## src/rtl/trc_pkg.sv

```systemverilog
// Shared types and constants for the token pattern classifier.
package trc_pkg;

    localparam logic [7:0] ChQuote = 8'h22;
    localparam logic [7:0] ChPlus  = 8'h2B;
    localparam logic [7:0] ChMinus = 8'h2D;
    localparam logic [7:0] ChPoint = 8'h2E;
    localparam logic [7:0] ChZero  = 8'h30;
    localparam logic [7:0] ChNine  = 8'h39;
    localparam logic [7:0] ChUpA   = 8'h41;
    localparam logic [7:0] ChUpZ   = 8'h5A;
    localparam logic [7:0] ChLoA   = 8'h61;
    localparam logic [7:0] ChLoZ   = 8'h7A;
    localparam logic [7:0] ChUpE   = 8'h45;
    localparam logic [7:0] ChLoE   = 8'h65;

    typedef struct packed {
        logic [7:0] ch;
        logic       last;
    } trc_in_t;

    typedef struct packed {
        logic is_integer;
        logic is_string;
        logic is_common_float;
        logic is_dot_float;
        logic is_sci_float;
        logic is_any_float;
        logic is_identifier;
    } trc_out_t;

    typedef struct packed {
        logic digit;
        logic letter;
        logic sign;
        logic point;
        logic quote;
        logic exp_mark;
    } trc_class_t;

    typedef enum logic [1:0] {
        INT_START, INT_SIGN, INT_DIGITS, INT_DEAD
    } int_phase_t;

    typedef enum logic [1:0] {
        STR_START, STR_BODY, STR_CLOSED, STR_DEAD
    } str_phase_t;

    typedef enum logic [2:0] {
        CF_START, CF_SIGN, CF_INT, CF_POINT, CF_FRAC, CF_DEAD
    } cfloat_phase_t;

    typedef enum logic [2:0] {
        DF_START, DF_SIGN, DF_POINT, DF_DIGITS, DF_DEAD
    } dfloat_phase_t;

    typedef enum logic [3:0] {
        SF_START, SF_SIGN, SF_INT, SF_POINT, SF_FRAC,
        SF_EXP, SF_EXP_SIGN, SF_EXP_DIGITS, SF_DEAD
    } sfloat_phase_t;

    typedef enum logic [1:0] {
        ID_START, ID_BODY, ID_DEAD
    } ident_phase_t;

endpackage

```

## src/rtl/trc_char_class.sv

```systemverilog
// Character classifier: decodes one 8-bit code into its pattern classes.
module trc_char_class
    import trc_pkg::*;
(
    input  logic [7:0]  ch,
    output trc_class_t  cls
);

    always_comb begin
        cls.digit    = (ch >= ChZero) && (ch <= ChNine);
        cls.letter   = ((ch >= ChUpA) && (ch <= ChUpZ)) || ((ch >= ChLoA) && (ch <= ChLoZ));
        cls.sign     = (ch == ChPlus) || (ch == ChMinus);
        cls.point    = (ch == ChPoint);
        cls.quote    = (ch == ChQuote);
        cls.exp_mark = (ch == ChUpE) || (ch == ChLoE);
    end

endmodule

```

## src/rtl/trc_phase_bank.sv

```systemverilog
// Six pattern automata: phase registers, next-phase logic and match flags.
module trc_phase_bank
    import trc_pkg::*;
(
    input  logic       aclk,
    input  logic       aresetn,
    input  logic       adv,
    input  logic       last,
    input  trc_class_t cls,
    output trc_out_t   flags
);

    int_phase_t    int_phase_reg,    int_phase_next;
    str_phase_t    str_phase_reg,    str_phase_next;
    cfloat_phase_t cfloat_phase_reg, cfloat_phase_next;
    dfloat_phase_t dfloat_phase_reg, dfloat_phase_next;
    sfloat_phase_t sfloat_phase_reg, sfloat_phase_next;
    ident_phase_t  ident_phase_reg,  ident_phase_next;

    always_comb begin
        unique case (int_phase_reg)
            INT_START: int_phase_next = cls.sign ? INT_SIGN :
                                        (cls.digit ? INT_DIGITS : INT_DEAD);
            INT_SIGN, INT_DIGITS: int_phase_next = cls.digit ? INT_DIGITS : INT_DEAD;
            default: int_phase_next = INT_DEAD;
        endcase

        unique case (str_phase_reg)
            STR_START: str_phase_next = cls.quote ? STR_BODY : STR_DEAD;
            STR_BODY, STR_CLOSED: str_phase_next = cls.quote ? STR_CLOSED : STR_BODY;
            default: str_phase_next = STR_DEAD;
        endcase

        unique case (cfloat_phase_reg)
            CF_START: cfloat_phase_next = cls.sign ? CF_SIGN : (cls.digit ? CF_INT : CF_DEAD);
            CF_SIGN:  cfloat_phase_next = cls.digit ? CF_INT : CF_DEAD;
            CF_INT:   cfloat_phase_next = cls.digit ? CF_INT : (cls.point ? CF_POINT : CF_DEAD);
            CF_POINT, CF_FRAC: cfloat_phase_next = cls.digit ? CF_FRAC : CF_DEAD;
            default:  cfloat_phase_next = CF_DEAD;
        endcase

        unique case (dfloat_phase_reg)
            DF_START: dfloat_phase_next = cls.sign ? DF_SIGN : (cls.point ? DF_POINT : DF_DEAD);
            DF_SIGN:  dfloat_phase_next = cls.point ? DF_POINT : DF_DEAD;
            DF_POINT, DF_DIGITS: dfloat_phase_next = cls.digit ? DF_DIGITS : DF_DEAD;
            default:  dfloat_phase_next = DF_DEAD;
        endcase

        unique case (sfloat_phase_reg)
            SF_START: sfloat_phase_next = cls.sign ? SF_SIGN : (cls.digit ? SF_INT : SF_DEAD);
            SF_SIGN:  sfloat_phase_next = cls.digit ? SF_INT : SF_DEAD;
            SF_INT:   sfloat_phase_next = cls.digit ? SF_INT : (cls.point ? SF_POINT : SF_DEAD);
            SF_POINT: sfloat_phase_next = cls.digit ? SF_FRAC : SF_DEAD;
            SF_FRAC:  sfloat_phase_next = cls.digit ? SF_FRAC :
                                          (cls.exp_mark ? SF_EXP : SF_DEAD);
            SF_EXP:   sfloat_phase_next = cls.sign ? SF_EXP_SIGN :
                                          (cls.digit ? SF_EXP_DIGITS : SF_DEAD);
            SF_EXP_SIGN, SF_EXP_DIGITS:
                      sfloat_phase_next = cls.digit ? SF_EXP_DIGITS : SF_DEAD;
            default:  sfloat_phase_next = SF_DEAD;
        endcase

        unique case (ident_phase_reg)
            ID_START: ident_phase_next = cls.letter ? ID_BODY : ID_DEAD;
            ID_BODY:  ident_phase_next = (cls.letter || cls.digit) ? ID_BODY : ID_DEAD;
            default:  ident_phase_next = ID_DEAD;
        endcase
    end

    // Flags reflect the phases after this character.
    always_comb begin
        flags.is_integer      = (int_phase_next == INT_DIGITS);
        flags.is_string       = (str_phase_next == STR_CLOSED);
        flags.is_common_float = (cfloat_phase_next == CF_FRAC);
        flags.is_dot_float    = (dfloat_phase_next == DF_DIGITS);
        flags.is_sci_float    = (sfloat_phase_next == SF_EXP_DIGITS);
        flags.is_any_float    = flags.is_common_float || flags.is_dot_float
                                || flags.is_sci_float;
        flags.is_identifier   = (ident_phase_next == ID_BODY);
    end

    always_ff @(posedge aclk) begin
        if (!aresetn) begin
            int_phase_reg    <= INT_START;
            str_phase_reg    <= STR_START;
            cfloat_phase_reg <= CF_START;
            dfloat_phase_reg <= DF_START;
            sfloat_phase_reg <= SF_START;
            ident_phase_reg  <= ID_START;
        end else if (adv) begin
            if (last) begin
                // Token done: rewind every automaton.
                int_phase_reg    <= INT_START;
                str_phase_reg    <= STR_START;
                cfloat_phase_reg <= CF_START;
                dfloat_phase_reg <= DF_START;
                sfloat_phase_reg <= SF_START;
                ident_phase_reg  <= ID_START;
            end else begin
                int_phase_reg    <= int_phase_next;
                str_phase_reg    <= str_phase_next;
                cfloat_phase_reg <= cfloat_phase_next;
                dfloat_phase_reg <= dfloat_phase_next;
                sfloat_phase_reg <= sfloat_phase_next;
                ident_phase_reg  <= ident_phase_next;
            end
        end
    end

    a_rewind_on_last: assert property (@(posedge aclk) disable iff (!aresetn)
        adv && last |=> int_phase_reg == INT_START && str_phase_reg == STR_START
            && cfloat_phase_reg == CF_START && dfloat_phase_reg == DF_START
            && sfloat_phase_reg == SF_START && ident_phase_reg == ID_START)
        else $error("phases not rewound after last character");

    a_sfloat_dead_holds: assert property (@(posedge aclk) disable iff (!aresetn)
        adv && !last && sfloat_phase_reg == SF_DEAD |=> sfloat_phase_reg == SF_DEAD)
        else $error("sci float phase left dead phase inside a token");

    // Flags only mean something while a character is being consumed.
    a_int_ident_excl: assert property (@(posedge aclk) disable iff (!aresetn)
        adv |-> !(flags.is_integer && flags.is_identifier))
        else $error("integer and identifier matched together");

endmodule

```

## src/rtl/token_regex_classifier_unit.sv

```systemverilog
// Top level: input register, pattern automata and result register.
//
// Usage: each s_ word carries one token character (s_data.ch) and a flag
// marking the token's final character (s_data.last). Words without the
// flag update the six pattern automata and give no result. A word with
// the flag gives one m_ word with the whole-token match flags and the
// float union, and rewinds all automata for the next token.
// Result path: a final character is held in the input register, then its
// match flags are loaded into the result register that drives m_valid.
// Throughput: one character per cycle unless a final character stalls; the
// phase update of the six automata is a single short next-state step between the two registers.
// Reset: aresetn, synchronous, clears both registers' valid bits and puts
// every automaton in its start phase.
// Stall: while m_ready is low the result register holds; further
// non-final characters still advance, and a final character waits in the
// input register, lowering s_ready until the result slot frees.
module token_regex_classifier_unit
    import trc_pkg::*;
(
    input  logic     aclk,
    input  logic     aresetn,
    input  logic     s_valid,
    output logic     s_ready,
    input  trc_in_t  s_data,
    output logic     m_valid,
    input  logic     m_ready,
    output trc_out_t m_data
);

    logic       in_valid_reg;
    trc_in_t    in_reg;
    logic       out_valid_reg;
    trc_out_t   out_reg;
    logic       out_free;
    logic       adv;
    trc_class_t cls;
    trc_out_t   flags;

    assign out_free = !out_valid_reg || m_ready;
    assign adv      = in_valid_reg && (!in_reg.last || out_free);
    assign s_ready  = !in_valid_reg || adv;
    assign m_valid  = out_valid_reg;
    assign m_data   = out_reg;

    trc_char_class u_class (
        .ch  (in_reg.ch),
        .cls (cls)
    );

    trc_phase_bank u_bank (
        .aclk    (aclk),
        .aresetn (aresetn),
        .adv     (adv),
        .last    (in_reg.last),
        .cls     (cls),
        .flags   (flags)
    );

    always_ff @(posedge aclk) begin
        if (!aresetn) begin
            in_valid_reg <= 1'b0;
        end else if (s_ready) begin
            in_valid_reg <= s_valid;
        end
    end

    always_ff @(posedge aclk) begin
        if (s_ready && s_valid) begin
            in_reg <= s_data;
        end
    end

    always_ff @(posedge aclk) begin
        if (!aresetn) begin
            out_valid_reg <= 1'b0;
        end else if (adv && in_reg.last) begin
            out_valid_reg <= 1'b1;
        end else if (m_ready) begin
            out_valid_reg <= 1'b0;
        end
    end

    always_ff @(posedge aclk) begin
        if (adv && in_reg.last) begin
            out_reg <= flags;
        end
    end

    a_last_gives_result: assert property (@(posedge aclk) disable iff (!aresetn)
        adv && in_reg.last |=> out_valid_reg)
        else $error("final character gave no result");

    a_no_overwrite: assert property (@(posedge aclk) disable iff (!aresetn)
        out_valid_reg && !m_ready |-> !(adv && in_reg.last))
        else $error("pending result overwritten");

    a_held_word_kept: assert property (@(posedge aclk) disable iff (!aresetn)
        in_valid_reg && !adv |=> in_valid_reg && $stable(in_reg))
        else $error("stalled word lost from input register");

    a_float_union: assert property (@(posedge aclk) disable iff (!aresetn)
        out_valid_reg |-> out_reg.is_any_float == (out_reg.is_common_float
            || out_reg.is_dot_float || out_reg.is_sci_float))
        else $error("float union flag mismatch");

endmodule
```

## config.mk

```make
export PLATFORM = sky130hd
export DESIGN_NAME = token_regex_classifier_unit
export DESIGN_NICKNAME = d
export VERILOG_FILES = /design/src/rtl/trc_pkg.sv /design/src/rtl/trc_char_class.sv /design/src/rtl/trc_phase_bank.sv /design/src/rtl/token_regex_classifier_unit.sv
export SDC_FILE = /design/constraint.sdc
export NUM_CORES = 1
export LEC_CHECK = 0
export BUFFER_PORTS_ARGS = -buffer_cell sky130_fd_sc_hd__buf_2
export CAP_MARGIN = 0
export CORE_MARGIN = 5
export CORE_UTILIZATION = 45
export CTS_CLUSTER_SIZE = 10
export DETAILED_ROUTE_END_ITERATION = 16
export PLACE_DENSITY = 0.63
export SYNTH_ARGS = -nofsm -noshare
export SYNTH_HDL_FRONTEND = slang
export SYNTH_HIERARCHICAL = 1
export SYNTH_SLANG_ARGS = --single-unit
```

## constraint.sdc

```tcl
create_clock -name aclk -period 2.8 [get_ports aclk]
set_input_delay 0.56 -clock aclk [delete_from_list [all_inputs] [get_ports aclk]]
set_output_delay 0.56 -clock aclk [all_outputs]
set_load 0.01 [all_outputs]
```

==> flow_metrics.tcl <==
set metrics [dict create \
    design.die.area_um2 5300 \
    setup_viol 0 \
    grt_usage 0.141 \
    worst-path-buf-inv 1 \
    ant_nets 0 \
    synth_adder_area_share 0.0282 \
    post_route_cells_drive_above_1_share 0.179 \
    tightest_slew_ns 0.641 \
    rsz0062_at_grt "false" \
    hp-class "in2reg" \
    holdPathEnd "in_reg[7]" \
    synth.distinct_cells 52 \
    grt_pass1_vias 1358 \
    yosys_warnings 6 \
    htreeDepth 2 \
    final_nets 217 \
    ys_ff_latch 34 \
    holdPathStages 1 \
    largest_reg_flops 9 \
    seq_power_share 0.566 \
    p_per_area_nw_per_um2 497 \
    power_frac_clock 0.352 \
    hp-start "s_data[7]" \
    pin_count 22 \
    ctsLongestPathBuffers 2 \
    antenna_cells 0 \
    synthSimpleGateAreaFrac 0.262 \
    clock_skew_ns 0.00327 \
    hold_buffers 0 \
    numPortBuffers 21 \
    num_rows 22 \
    syn_nets 195 \
    grt_first_pass_wirelength_mm 5.73 \
    synth-compound-area-share 0.175 \
    hold_ws_ns 0.443 \
    rr_endpoint "u_bank/sfloat_phase_reg[0]" \
    syn_avg_cell_area_um2 9.97 \
    drt-total-wl_mm 3.47 \
    viasPerCell 5.66 \
    fin_crit_ns 2.12 \
    dieHeight_um 72.8 \
    crit_type "reg2reg" \
    clkLatencyLatePin_ns 0.29 \
    tns_ns 0 \
    grt_max_degree 17 \
    antenna_found_initial 0 \
    drt_iter0_markers 116 \
    drcViolationCount 0 \
    crit_path_top_delay_cell "edfxtp_1" \
    numCtsBuffers 5 \
    synthToLayoutAreaGrowth_pct 11.9 \
    cts_sinks 34 \
    outcome "complete, no violations" \
    fill_cells 349 \
    gp_congestion 0.771 \
    slew_headroom 0.571 \
    clkTransAtPathRegs_ns 0.07 \
    fmax_mhz 471 \
    max_stage_delay_ns 0.49 \
    p_switching_uw 240 \
    maxCapViolations 0 \
    cp-end-kind "flop" \
    grt_remaining_overflow 0 \
    final_cell_mix "buf_2 (21), nor2_1 (19), dfxtp_1 (18), edfxtp_1 (16)" \
    fp.dieW_um 72.8 \
    path_delay_family "simple AND/OR/NAND/NOR gates" \
    required_ns 3.03 \
    synth-edff-count 16 \
    postSynthCellCount 178 \
    startpoint_type "flop" \
    static-leakage-power_nw 0.776 \
    place_hpwl_mm 2.53 \
    cts_resized 0 \
    dr_total_vias 1409 \
    synth.area.mux_share 0.0113 \
    switching_share 0.243 \
    crit_fanout 10 \
    finalMaxSlewViolations 0 \
    critical_path_arrival_ns 2.36 \
    multiInputGateArea_um2 853 \
    regToRegSetupSlack_ns 0.68 \
    syn_area_um2 1770 \
    timing.critical_path.cells "xnor2_1 > nor3b_1 > and3_1 > inv_2 > or4_1 > o311ai_1 > a22o_1" \
    synth_flop_cell "dfxtp_1" \
    coreArea_um2 3740 \
    rr_worst_depth 7 \
    cts_root_buffer "clkbuf_8" \
    reg2reg_from "in_reg[3]" \
    mostFrequentLayoutCell "buf_2" \
    synth_seq_area_share 0.474 \
    cts_setup_buffers 0 \
    async_flop_share 0 \
    initial_core_util 0.474 \
    cts_tree "built" \
    wire_per_inst_um 13.9 \
    comb_power_share 0.082 \
    ir_drop_mv 0.322 \
    intPower_uw 748 \
    first_pass_iters 4 \
    regArea_um2 841 \
    yosys.area_share.xor_xnor 0.00494 \
    post-route-period-util 0.758 \
    synth_top_family_by_area "simple AND/OR/NAND/NOR gates" \
    hold_violations 0 \
]
cells in the mapped netlist (2+ instances only):
cell,n,area share
o31ai_1,3,0.013
o211ai_1,2,0.0085
buf_4,3,0.013
inv_1,6,0.013
nor3_1,2,0.0056
o21ai_1,2,0.0056
nor4b_1,2,0.0099
edfxtp_1,16,0.27
o21ai_0,4,0.011
mux2i_1,2,0.011
and2_1,6,0.021
a21oi_1,9,0.025
ha_1,4,0.028
nand2b_1,7,0.025
inv_2,3,0.0063
a21boi_1,6,0.025
nor2_1,19,0.040
and2b_1,2,0.0085
nor3b_1,5,0.021
a211oi_1,2,0.0085
a22o_1,5,0.025
and3_1,2,0.0071
and4bb_1,2,0.014
dfxtp_1,18,0.20
o22ai_1,2,0.0071
nand2_1,9,0.019
nand3_1,5,0.014
o21bai_1,2,0.0085
nor2b_1,5,0.018
per-layer routing:
metal | vias up | routed length (um) | GRT usage
li1 | 693 | - | -
met1 | 655 | 1480 | 0.154
met2 | 49 | 1630 | 0.234
met3 | 12 | 247 | 0.0427
met4 | 0 | 108 | 0.0922
met5 | - | 0 | 0
cell families after synthesis:
family | count (synthesis)
AND/OR/NAND/NOR | 76
AO/OA/AOI/OAI | 45
flip-flops | 34
buffers and inverters | 16
adder cells (fa/ha/maj) | 4
multiplexers | 2
XOR/XNOR | 1
layout make-up:
| class | instances | area share |
|---|---|---|
| Tap cell | 48 | 0.0302 |
| Timing Repair Buffer | 22 | 0.0567 |
| Clock inverter | 3 | 0.00819 |
| Inverter | 9 | 0.0170 |
| Sequential cell | 34 | 0.423 |
| Multi-Input combinational cell | 128 | 0.430 |
| Clock buffer | 5 | 0.0347 |
power groups by stage:
stage | Combinational [mW] | Clock, mW | Sequential [mW]
floorplan | 0.0553 | 0 | 0.567
global placement | 0.0784 | 0 | 0.569
detailed placement | 0.0812 | 0 | 0.570
CTS | 0.0815 | 0.360 | 0.559
global route | 0.0913 | 0.380 | 0.561
finish | 0.0811 | 0.348 | 0.559
per-stage QoR:
stage	cell area, um^2	setup WS [ns]	power (mW)	util	instances
after global routing	1990	0.536	1.03	0.530	249
after floorplan	1770	1.01	0.622	-	178
after CTS	1990	0.682	1.00	0.530	249
after detailed placement	1900	0.700	0.651	0.508	241
final	1990	0.678	0.988	0.530	249
after global placement	1900	0.726	0.647	0.508	241
how the worst max path moves through the flow:
| stage | startpoint | endpoint | slack [ns] | cells past startpoint |
|---|---|---|---|---|
| final | in_reg[3] | u_bank/sfloat_phase_reg[0] | 0.68 | 7 |
| after detailed placement | in_reg[3] | u_bank/sfloat_phase_reg[0] | 0.70 | 7 |
| after global placement | in_reg[3] | u_bank/sfloat_phase_reg[0] | 0.73 | 7 |
| after global routing | in_reg[3] | u_bank/sfloat_phase_reg[0] | 0.54 | 7 |
| after floorplan | m_ready | u_bank/cfloat_phase_reg[1] | 1.01 | 6 |
| after CTS | in_reg[3] | u_bank/sfloat_phase_reg[0] | 0.68 | 7 |
Power figures use the tool's default switching activity.
